--- config.mk ---
export PLATFORM = sky130hd
export DESIGN_NAME = qbr_ctrl
export DESIGN_NICKNAME = d
export VERILOG_FILES = /design/src/rtl/qbr_pkg.sv /design/src/rtl/qbr_ctrl.sv
export SDC_FILE = /design/constraint.sdc
export NUM_CORES = 1
export LEC_CHECK = 0
export ABC_AREA = 1
export BUFFER_PORTS_ARGS = -buffer_cell sky130_fd_sc_hd__buf_2
export CORE_MARGIN = 2
export CORE_UTILIZATION = 45
export DETAILED_ROUTE_END_ITERATION = 7
export PLACE_DENSITY = 0.67
export SLEW_MARGIN = 20
export SYNTH_ARGS = -nofsm -noshare
export SYNTH_HDL_FRONTEND = slang
export SYNTH_SLANG_ARGS = --single-unit
--- constraint.sdc ---
create_clock -name clk -period 3.4 [get_ports clk]
set_input_delay 0.34 -clock clk [delete_from_list [all_inputs] [get_ports clk]]
set_output_delay 0.34 -clock clk [all_outputs]
set_load 0.005 [all_outputs]
--- src/rtl/qbr_pkg.sv ---
package qbr_pkg;

    localparam int IO_W           = 16;
    localparam int COORD_BITS_DEF = 16;
    localparam int ACC_W          = 64;

    typedef logic signed [IO_W-1:0] coord_t;

    localparam logic FUNC_START = 1'b0;
    localparam logic FUNC_STEP  = 1'b1;

    typedef enum logic [2:0] {
        RS_PIXEL    = 3'd0,
        RS_END      = 3'd1,
        RS_ABORT    = 3'd2,
        RS_STRAIGHT = 3'd3,
        RS_STARTED  = 3'd4,
        RS_IDLE     = 3'd5
    } status_t;

    // datapath operations, one per cycle
    typedef enum logic [4:0] {
        OP_NOP,
        OP_IDLE_STEP,
        OP_LOAD,
        OP_MUL_XEY,
        OP_MUL_YEX,
        OP_MUL_EXX,
        OP_MUL_EYY,
        OP_MUL_XXX,
        OP_MUL_YYY,
        OP_SUM_Y,
        OP_ORIENT,
        OP_MUL_XY,
        OP_MUL_XS,
        OP_MUL_YS,
        OP_MUL_CVX,
        OP_MUL_CVY,
        OP_DY,
        OP_FINISH,
        OP_STRAIGHT,
        OP_STEP_A,
        OP_STEP_B
    } dp_op_t;

    typedef struct packed {
        logic active;
        logic cv_zero;
        logic at_stop;
    } dp_stat_t;

endpackage

--- src/rtl/qbr_ctrl.sv ---
module qbr_ctrl (
    input  logic              clk,
    input  logic              rst_n,
    input  logic              in_valid,
    input  logic              in_func,
    input  logic              out_free,
    input  qbr_pkg::dp_stat_t stat,
    output logic              in_ready,
    output logic              out_load,
    output qbr_pkg::dp_op_t   op
);
    import qbr_pkg::*;

    typedef enum logic [4:0] {
        ST_IDLE   = 5'b00001,
        ST_SETUP  = 5'b00010,
        ST_STEP_A = 5'b00100,
        ST_STEP_B = 5'b01000,
        ST_EMIT   = 5'b10000
    } state_t;

    state_t state_reg, state_next;
    dp_op_t phase_reg, phase_next;

    function automatic dp_op_t next_phase(input dp_op_t p);
        dp_op_t n;
        unique case (p)
            OP_MUL_XEY: n = OP_MUL_YEX;
            OP_MUL_YEX: n = OP_MUL_EXX;
            OP_MUL_EXX: n = OP_MUL_EYY;
            OP_MUL_EYY: n = OP_MUL_XXX;
            OP_MUL_XXX: n = OP_MUL_YYY;
            OP_MUL_YYY: n = OP_SUM_Y;
            OP_SUM_Y:   n = OP_ORIENT;
            OP_ORIENT:  n = OP_MUL_XY;
            OP_MUL_XY:  n = OP_MUL_XS;
            OP_MUL_XS:  n = OP_MUL_YS;
            OP_MUL_YS:  n = OP_MUL_CVX;
            OP_MUL_CVX: n = OP_MUL_CVY;
            OP_MUL_CVY: n = OP_DY;
            OP_DY:      n = OP_FINISH;
            default:    n = OP_NOP;
        endcase
        return n;
    endfunction

    always_comb
    begin
        state_next = state_reg;
        phase_next = phase_reg;
        op         = OP_NOP;
        in_ready   = 1'b0;
        out_load   = 1'b0;
        unique case (state_reg)
            ST_IDLE:
            begin
                in_ready = 1'b1;
                if (in_valid)
                begin
                    if (in_func == FUNC_START)
                    begin
                        op         = OP_LOAD;
                        phase_next = OP_MUL_XEY;
                        state_next = ST_SETUP;
                    end
                    else if (stat.active)
                    begin
                        state_next = ST_STEP_A;
                    end
                    else
                    begin
                        op         = OP_IDLE_STEP;
                        state_next = ST_EMIT;
                    end
                end
            end
            ST_SETUP:
            begin
                phase_next = next_phase(phase_reg);
                if (phase_reg == OP_ORIENT && stat.cv_zero)
                begin
                    op         = OP_STRAIGHT;
                    state_next = ST_EMIT;
                end
                else
                begin
                    op = phase_reg;
                    if (phase_reg == OP_FINISH)
                    begin
                        state_next = ST_EMIT;
                    end
                end
            end
            ST_STEP_A:
            begin
                op         = OP_STEP_A;
                state_next = stat.at_stop ? ST_EMIT : ST_STEP_B;
            end
            ST_STEP_B:
            begin
                op         = OP_STEP_B;
                state_next = ST_EMIT;
            end
            ST_EMIT:
            begin
                // hold until the output register frees up
                if (out_free)
                begin
                    out_load   = 1'b1;
                    state_next = ST_IDLE;
                end
            end
            default:
            begin
                state_next = ST_IDLE;
            end
        endcase
    end

    always_ff @(posedge clk or negedge rst_n)
    begin
        if (!rst_n)
        begin
            state_reg <= ST_IDLE;
            phase_reg <= OP_NOP;
        end
        else
        begin
            state_reg <= state_next;
            phase_reg <= phase_next;
        end
    end

endmodule

==> results of run 1 <==
-- per-stage QoR --
step / utilization (%) / cell area (sq um) / setup slack [ns]
2_1_floorplan: - / 807.0 / 2.011
3_3_place_gp: 53.19 / 908.4 / 1.843
3_5_place_dp: 53.19 / 908.4 / 1.802
4_1_cts: 55.90 / 954.7 / 1.494
5_1_grt: 55.90 / 954.7 / 1.350
6_report: 55.90 / 954.7 / 1.508
-- per-layer routing --
layer	up-vias	routed length [um]	share of wire (%)	track usage, %
li1	387	-	-	-
met4	0	10	0.59	7.429
met5	-	0	0	0
met1	359	805	48	26.20
met3	2	68	4.0	6.275
met2	17	809	48	29.44
-- synthesized netlist by cell type, types with 2 or more instances --
cell type,instances
nor2_4,3
nand3_1,12
nor2_1,14
a21oi_1,3
o21ai_0,6
inv_1,15
inv_2,2
nand2_4,3
o2111ai_1,2
dfrtp_1,9
ha_1,5
nor2_2,3
nand2_2,2
nand2_1,17
-- what timing repair did --
item | CTS | global route
buffers inserted | 0 | 0
hold buffers | 1 | 0
endpoints found under the hold margin | 9 | 0
-- where the power goes --
group	leakage, nW	internal (W)	switching [W]
Clock	0.0210	0.0000651	0.0000469
Sequential	0.126	0.000165	0.0000523
Combinational	0.380	0.000133	0.000234
-- worst max-delay path: cells and delay by family (launching register included) --
family                     cells  cell delay [ns]
DFF                            1             0.45
buffers and inverters          3             0.28
and+or+nand+nor                3             0.26
adders and majority gates      1             0.20
AOI/OAI and AO/OA              1             0.10
-- final cells by class --
type,instances,area (sq um),area share (%)
Multi-Input combinational cell,79,483.0,50.59
Sequential cell,10,251.5,26.34
Timing Repair Buffer,15,80.08,8.388
Inverter,18,72.57,7.602
Clock buffer,4,36.28,3.801
Tap cell,25,31.28,3.277
-- kinds of logic (layout without fill, tap and decap cells) --
kind of cell	Yosys count	count (layout)
AO/OA/AOI/OAI	15	15
adder cells (fa/ha/maj)	5	5
buffers and inverters	18	37
flip-flops	10	10
AND/OR/NAND/NOR	59	59
-- how the worst min path moves through the flow --
| stage | startpoint | endpoint | slack, ns | depth (start not counted) |
|---|---|---|---|---|
| floorplan | rst_n | phase_reg[0] | 0.04 | 0 |
| global placement | rst_n | phase_reg[2] | 0.22 | 1 |
| detailed placement | rst_n | phase_reg[2] | 0.22 | 1 |
| CTS | stat[0] | state_reg[3] | 0.22 | 2 |
| global route | stat[0] | state_reg[3] | 0.21 | 2 |
| finish | stat[0] | state_reg[3] | 0.22 | 2 |
==> flow_summary.ini, run 1 <==
[logic_synthesis]
synth_cell_types = 25
synth_xor_area_share_pct = 0
synth_cells = 107
synth_largest_area_cell = dfrtp_1
netlist_area_sq_um = 807.0
postSynth.asyncResetShare_pct = 100.0
synth-edff-count = 0
synth_area_leaders = dfrtp_1 (28%), nand2_1 (7.9%), ha_1 (7.8%)
synthFlopType = dfrtp_1
synth_fa_ha_area_share_pct = 7.752
synthMuxAreaShare_pct = 0
synth_nets = 120
ys.warnings.count = 0
synth-simple-area-share_pct = 40.78
synth_top_family_by_area = simple AND/OR/NAND/NOR gates
synth_compound_area_share_pct = 11.32
synth-seq-cells = 10
syn_avg_cell_area_sq_um = 7.542
synth_top_area_share_pct = 27.91
seq_area_frac_synth_pct = 31.16

[critical_path]
critPathLaunchType = flop
r2r-end = state_reg[4]
cp.arrival_ns = 1.55
worstRegToRegCells = 10
cp-endpoint = op[0]
r2r_slack_ns = 2.06
cp_slowest_stage_delay_ns = 0.45
crit_required_ns = 3.06
cp_max_fo = 7
r2r-start = phase_reg[0]
critPathKind = reg -> out
slowest_stage = dfrtp_1
crit_path_cell_trace = inv_1 -> ha_1 -> nand2_1 -> inv_1 -> nand3_2 -> nand3_1 -> o211ai_1 -> buf_2
worst_path_most_repeated_cell = inv_1
startpoint = phase_reg[0]
cp-end-kind = output pin

[floorplanning]
die_width_um = 46.35
ioPinCount = 15
floorplan.initialDensity_pct = 47.25
num_rows = 15
core-area_sq_um = 1708
dieArea_sq_um = 2148
die_height_um = 46.35

[grt]
grt_pass1_wl_mm = 2.904
grt_pass1_vias = 686
antenna_found_initial = 0
grt_max_degree = 11
overflow = 0
grt_usage_pct = 19.66

[layout]
final_cell_mix = nand2_1 (17), inv_1 (15), nor2_1 (14), buf_2 (14), nand3_1 (12)
area_growth_pct = 18.29
fin_cells = 151
antennaDiodeCount = 0
layout.nets = 140
final_common_cell = nand2_1
drive_above_1_share_pct = 29.37
fillCellCount = 176

[route]
viasPerCell = 5.066
drt-pass1-iter-count = 4
wl_mm = 1.694
wl_per_cell_um = 11.22
drt-initial-drc-count = 15
antenna_left = 0
vias = 765
drcViolationCount = 0

[clock_network]
cts_tree = yes
post_cts_resized = 0
cts.clk_slew.worst_paths_ns = 0.08
htreeDepth = 1
cts-root-buf = clkbuf_4
cts_made_buffers = 3
cts_sinks = 10
clock_latency_ns = 0.27
clockBufferDepth = 2

[timing]
whs_ns = 0.2200
drv_slew = 0
fmax_mhz = 528.6
tns_ns = 0
final-setup-viol-count = 0
worst_pin_slew_ns = 0.2501
layout_min_cycle_time_ns = 1.892
rsz0062_at_grt = no
finClkSkew_ns = 0.005190
final-hold-violation-count = 0
fin_crit_sh_pct = 55.64
relSlewSlack_pct = 83.33

[power_and_ir_drop]
powerDensity_nw_per_um2 = 728.4
p_leak_nw = 0.5267
total_power_w = 0.0006954
vdd_drop_max_mv = 0.3512

[place]
dpl.cell_count = 146
dp_hpwl_mm = 1.375
io_buffers = 14
gp_congestion = 0.9049

[run]
drv_cap = 0

[worst_hold_path]
hold_class = in -> reg

[run_status]
status = finished, final reports clean
No activity file was read; power rests on OpenSTA's default activity.
==> run 2, diff against run 1 <==
--- a/config.mk
+++ b/config.mk
@@ -10,7 +10,7 @@
 export CORE_MARGIN = 2
 export CORE_UTILIZATION = 45
 export DETAILED_ROUTE_END_ITERATION = 7
-export PLACE_DENSITY = 0.67
+export PLACE_DENSITY = 0.69
 export SLEW_MARGIN = 20
 export SYNTH_ARGS = -nofsm -noshare
 export SYNTH_HDL_FRONTEND = slang
==> constraint.sdc (replaced) <==
create_clock -name clk -period 1.7 [get_ports clk]
set_input_delay 0.17 -clock clk [delete_from_list [all_inputs] [get_ports clk]]
set_output_delay 0.17 -clock clk [all_outputs]
set_load 0.005 [all_outputs]
==> flow_summary.ini, run 2 (same netlist as run 1, synthesis figures left out) <==
[run_status]
status = finished, final reports clean

[grt]
grt_pass1_vias = 657
grt_usage_pct = 18.55
grt_max_degree = 11
grt_pass1_wl_mm = 2.780
antenna_found_initial = 0
overflow = 0

[timing]
relSlewSlack_pct = 82.73
layout_min_cycle_time_ns = 1.683
fin_ws_ns = 0.01669
finClkSkew_ns = 0.0004130
final-hold-violation-count = 0
rsz0062_at_grt = yes
fin_crit_sh_pct = 99.02
worst_pin_slew_ns = 0.2588
drv_slew = 0
final-setup-viol-count = 0
fmax_mhz = 594.1

[floorplanning]
floorplan.initialDensity_pct = 47.25
die_height_um = 46.35
dieArea_sq_um = 2148
num_rows = 15
ioPinCount = 15
core-area_sq_um = 1708
die_width_um = 46.35

[layout]
area_growth_pct = 31.78
fin_util_pct = 62.27
antennaDiodeCount = 0
layout.nets = 149
drive_above_1_share_pct = 42.22
final_cell_mix = nand2_1 (17), buf_2 (14), nor2_1 (13)
final_common_cell = nand2_1
fillCellCount = 146

[critical_path]
r2r-end = phase_reg[4]
cp-end-kind = output pin
worstRegToRegCells = 7
critPathKind = reg -> out
critPathLaunchType = flop
crit_required_ns = 1.53
r2r_slack_ns = 0.29
startpoint = state_reg[2]
cp.arrival_ns = 1.51
r2r-start = phase_reg[0]
cp_max_fo = 8

[route]
wl_per_cell_um = 12.18
drt-initial-drc-count = 22
drcViolationCount = 0
vias = 822
wl_mm = 1.948
drt-pass1-iter-count = 4
viasPerCell = 5.138
antenna_left = 0

[worst_hold_path]
min_to = state_reg[3]
worstHoldStart = stat[0]
whs_path_depth = 2
hold_class = in -> reg

[place]
io_buffers = 14
pre_cts_slack_ns = 0.2687
dp_hpwl_mm = 1.309
gp_congestion = 0.9094

[run]
drv_cap = 0

[clock_network]
cts-root-buf = clkbuf_4
cts_tree = yes
clockBufferDepth = 2
cts_sinks = 10
cts.clk_slew.worst_paths_ns = 0.07
clock_latency_ns = 0.28
htreeDepth = 1
cts_made_buffers = 3

[power_and_ir_drop]
vdd_drop_max_mv = 0.9086
powerDensity_nw_per_um2 = 1512
total_power_w = 0.001608
p_leak_nw = 0.5689
-- run 2: changes by cell type in the layout (fill, tap and decap cells not counted), moves of 2 or more --
cell / previous run / this run
inv_2: 2 / 5
nand3_1: 12 / 10
inv_1: 15 / 12
dfrtp_1: 9 / 5
dfrtp_2: 0 / 4
buf_4: 0 / 9
nor2_4: 3 / 5
-- run 2: layout make-up --
| type | instances | area, sq um | area share, % |
|---|---|---|---|
| clock buffers | 4 | 36.28 | 3.412 |
| inverters | 18 | 75.07 | 7.059 |
| multi-input cells | 79 | 516.7 | 48.59 |
| flip-flops and latches | 10 | 256.5 | 24.12 |
| well taps | 25 | 31.28 | 2.941 |
| repair buffers | 24 | 147.6 | 13.88 |
-- run 2: power by group --
group / total, W / switching, W / internal [W]
Combinational: 0.000937 / 0.000561 / 0.000376
Clock: 0.000226 / 0.0000959 / 0.000130
Sequential: 0.000444 / 0.000108 / 0.000336
Total: 0.00161 / 0.000765 / 0.000843
-- run 2: worst max-delay path by stage --
stage	slack (ns)	end
after global routing	-0.04	op[0]
after detailed placement	0.27	op[0]
after floorplan	0.45	state_reg[4]
after global placement	0.31	op[0]
final	0.02	op[4]
after CTS	0.02	op[0]
-- run 2: repair_timing --
action | in CTS | in global routing
pin swaps | 0 | 7
hold buffers | 1 | 0
hold endpoints to repair | 9 | 0
gates resized for setup | 2 | 14
buffers inserted | 1 | 8
setup endpoints to repair | 3 | 3
-- run 2: metal layers --
layer  up-vias  part of all wire [%]  GRT usage [%]
li1        409                     -              -
met1       385                    47          26.99
met2        24                    47          26.39
met3         4                   4.6          3.529
met4         0                   1.2          8.000
met5         -                     0              0
-- run 2: metrics by stage --
stage / cell area, sq um / std cells / hold slack (ns) / setup TNS, ns
floorplan: 807.0 / 107 / -0.1256 / 0
global placement: 908.4 / 146 / 0.05061 / 0
detailed placement: 908.4 / 146 / 0.05390 / 0
CTS: 963.4 / 152 / 0.05021 / 0
global route: 1064 / 160 / 0.03771 / -0.09224
finish: 1064 / 160 / 0.04941 / 0
-- run 2: critical path, stage by stage (launching register included) --
cell and delay, ns:
dfrtp_2 0.44, nor2_4 0.17, nand2_4 0.08, nor2_8 0.20, inv_8 0.07, o21ai_2 0.14
buf_2 0.12
==> run 3, diff against run 2 <==
--- a/config.mk
+++ b/config.mk
@@ -8,9 +8,10 @@
 export ABC_AREA = 1
 export BUFFER_PORTS_ARGS = -buffer_cell sky130_fd_sc_hd__buf_2
 export CORE_MARGIN = 2
-export CORE_UTILIZATION = 45
+export CORE_UTILIZATION = 48
 export DETAILED_ROUTE_END_ITERATION = 7
-export PLACE_DENSITY = 0.69
+export HOLD_SLACK_MARGIN = 0.08
+export PLACE_DENSITY = 0.73
 export SLEW_MARGIN = 20
 export SYNTH_ARGS = -nofsm -noshare
 export SYNTH_HDL_FRONTEND = slang
==> flow_summary.ini, run 3 (same netlist as run 1, synthesis figures left out) <==
[timing]
tns_ns = 0
rsz0062_at_grt = yes
layout_min_cycle_time_ns = 1.643
fin_ws_ns = 0.05719
relSlewSlack_pct = 83.10
fin_crit_sh_pct = 96.64
worst_pin_slew_ns = 0.2533
fmax_mhz = 608.7
final-setup-viol-count = 0
finClkSkew_ns = 0.002332
final-hold-violation-count = 0
drv_slew = 0

[route]
wl_per_cell_um = 12.91
antenna_left = 0
drcViolationCount = 0
drt-pass1-iter-count = 4
drt-initial-drc-count = 17
wl_mm = 1.923
vias = 803
viasPerCell = 5.389

[critical_path]
critPathKind = reg -> out
r2r-end = state_reg[4]
r2r_slack_ns = 0.35
crit_required_ns = 1.53
cp.arrival_ns = 1.47
cp_max_fo = 4
r2r-start = state_reg[2]
worstRegToRegCells = 8
cp-end-kind = output pin
critPathLaunchType = flop

[place]
io_buffers = 14
pre_cts_slack_ns = 0.2317
gp_congestion = 0.8135
dp_hpwl_mm = 1.411

[power_and_ir_drop]
vdd_drop_max_mv = 0.7854
p_leak_nw = 0.5566
powerDensity_nw_per_um2 = 1492

[layout]
multi_input_area_sq_um = 510.5
layout.nets = 147
area_growth_pct = 28.06
final_cell_mix = nand2_1 (16), buf_2 (14), nor2_1 (13)
fin_util_pct = 67.05
antennaDiodeCount = 0
fillCellCount = 124
final_common_cell = nand2_1
register_area_sq_um = 255.2
drive_above_1_share_pct = 39.10

[clock_network]
cts_tree = yes
clock_latency_ns = 0.27
htreeDepth = 1
cts.clk_slew.worst_paths_ns = 0.07
clockBufferDepth = 2
cts_made_buffers = 3
cts-root-buf = clkbuf_4
cts_sinks = 10

[grt]
grt_pass1_wl_mm = 3.160
grt_max_degree = 11
grt_pass1_vias = 738
overflow = 0
antenna_found_initial = 0
grt_usage_pct = 21.87

[worst_hold_path]
min_to = state_reg[2]
whs_path_depth = 3
worstHoldStart = stat[2]
hold_class = in -> reg

[floorplanning]
die_width_um = 45.01
ioPinCount = 15
core-area_sq_um = 1541
dieArea_sq_um = 2025
num_rows = 14
floorplan.initialDensity_pct = 52.35
die_height_um = 45.01

[run_status]
status = finished, final reports clean

[run]
drv_cap = 0
## run 3: worst max-delay path, cell delays in order, from the launching register on
cell and delay, ns:
dfstp_2 0.56, inv_2 0.07, nor2_4 0.15, nand3_2 0.11
o211ai_1 0.17, buf_2 0.14
## run 3: layout make-up
cell class	instances	share of cell area [%]
Sequential cell	10	24.70
Clock buffer	4	3.511
Inverter	18	7.022
Timing Repair Buffer	22	13.44
Tap cell	16	1.937
Multi-Input combinational cell	79	49.39
## run 3: what timing repair did
item,in CTS,in global routing
pin swaps,0,3
setup endpoints to repair,3,5
hold buffers,2,0
gates resized for setup,1,13
buffers inserted,1,5
hold endpoints to repair,11,0
## run 3: worst max path at each step
stage	startpoint	end	cells past startpoint
after floorplan	phase_reg[0]	state_reg[4]	10
after global placement	phase_reg[0]	op[0]	8
after detailed placement	phase_reg[0]	op[0]	8
after CTS	state_reg[3]	op[4]	6
after global routing	phase_reg[0]	op[0]	8
final	state_reg[0]	op[0]	5
## run 3: per-stage QoR
step | cells | power, W | instance area (sq um) | hold WS (ns)
final | 149 | 0.001542 | 1033 | 0.1619
after global routing | 149 | 0.001688 | 1033 | 0.1749
after detailed placement | 137 | 0.001178 | 897.1 | 0.04554
after CTS | 144 | 0.001415 | 962.2 | 0.1564
after floorplan | 107 | 0.0009833 | 807.0 | -0.1256
after global placement | 137 | 0.001158 | 897.1 | 0.04559
## run 3: layer usage
layer	share of wire [%]	vias up	global-route usage, %
li1	-	403	-
met1	44	370	28.36
met2	48	22	32.29
met3	5.0	8	8.000
met4	2.5	0	10.00
met5	0	-	0
## run 3: power breakdown
group	switching [W]	total, W	internal, W
clock network	0.0000888	0.000219	0.000130
logic	0.000534	0.000871	0.000336
registers	0.000116	0.000452	0.000336
total	0.000739	0.00154	0.000803
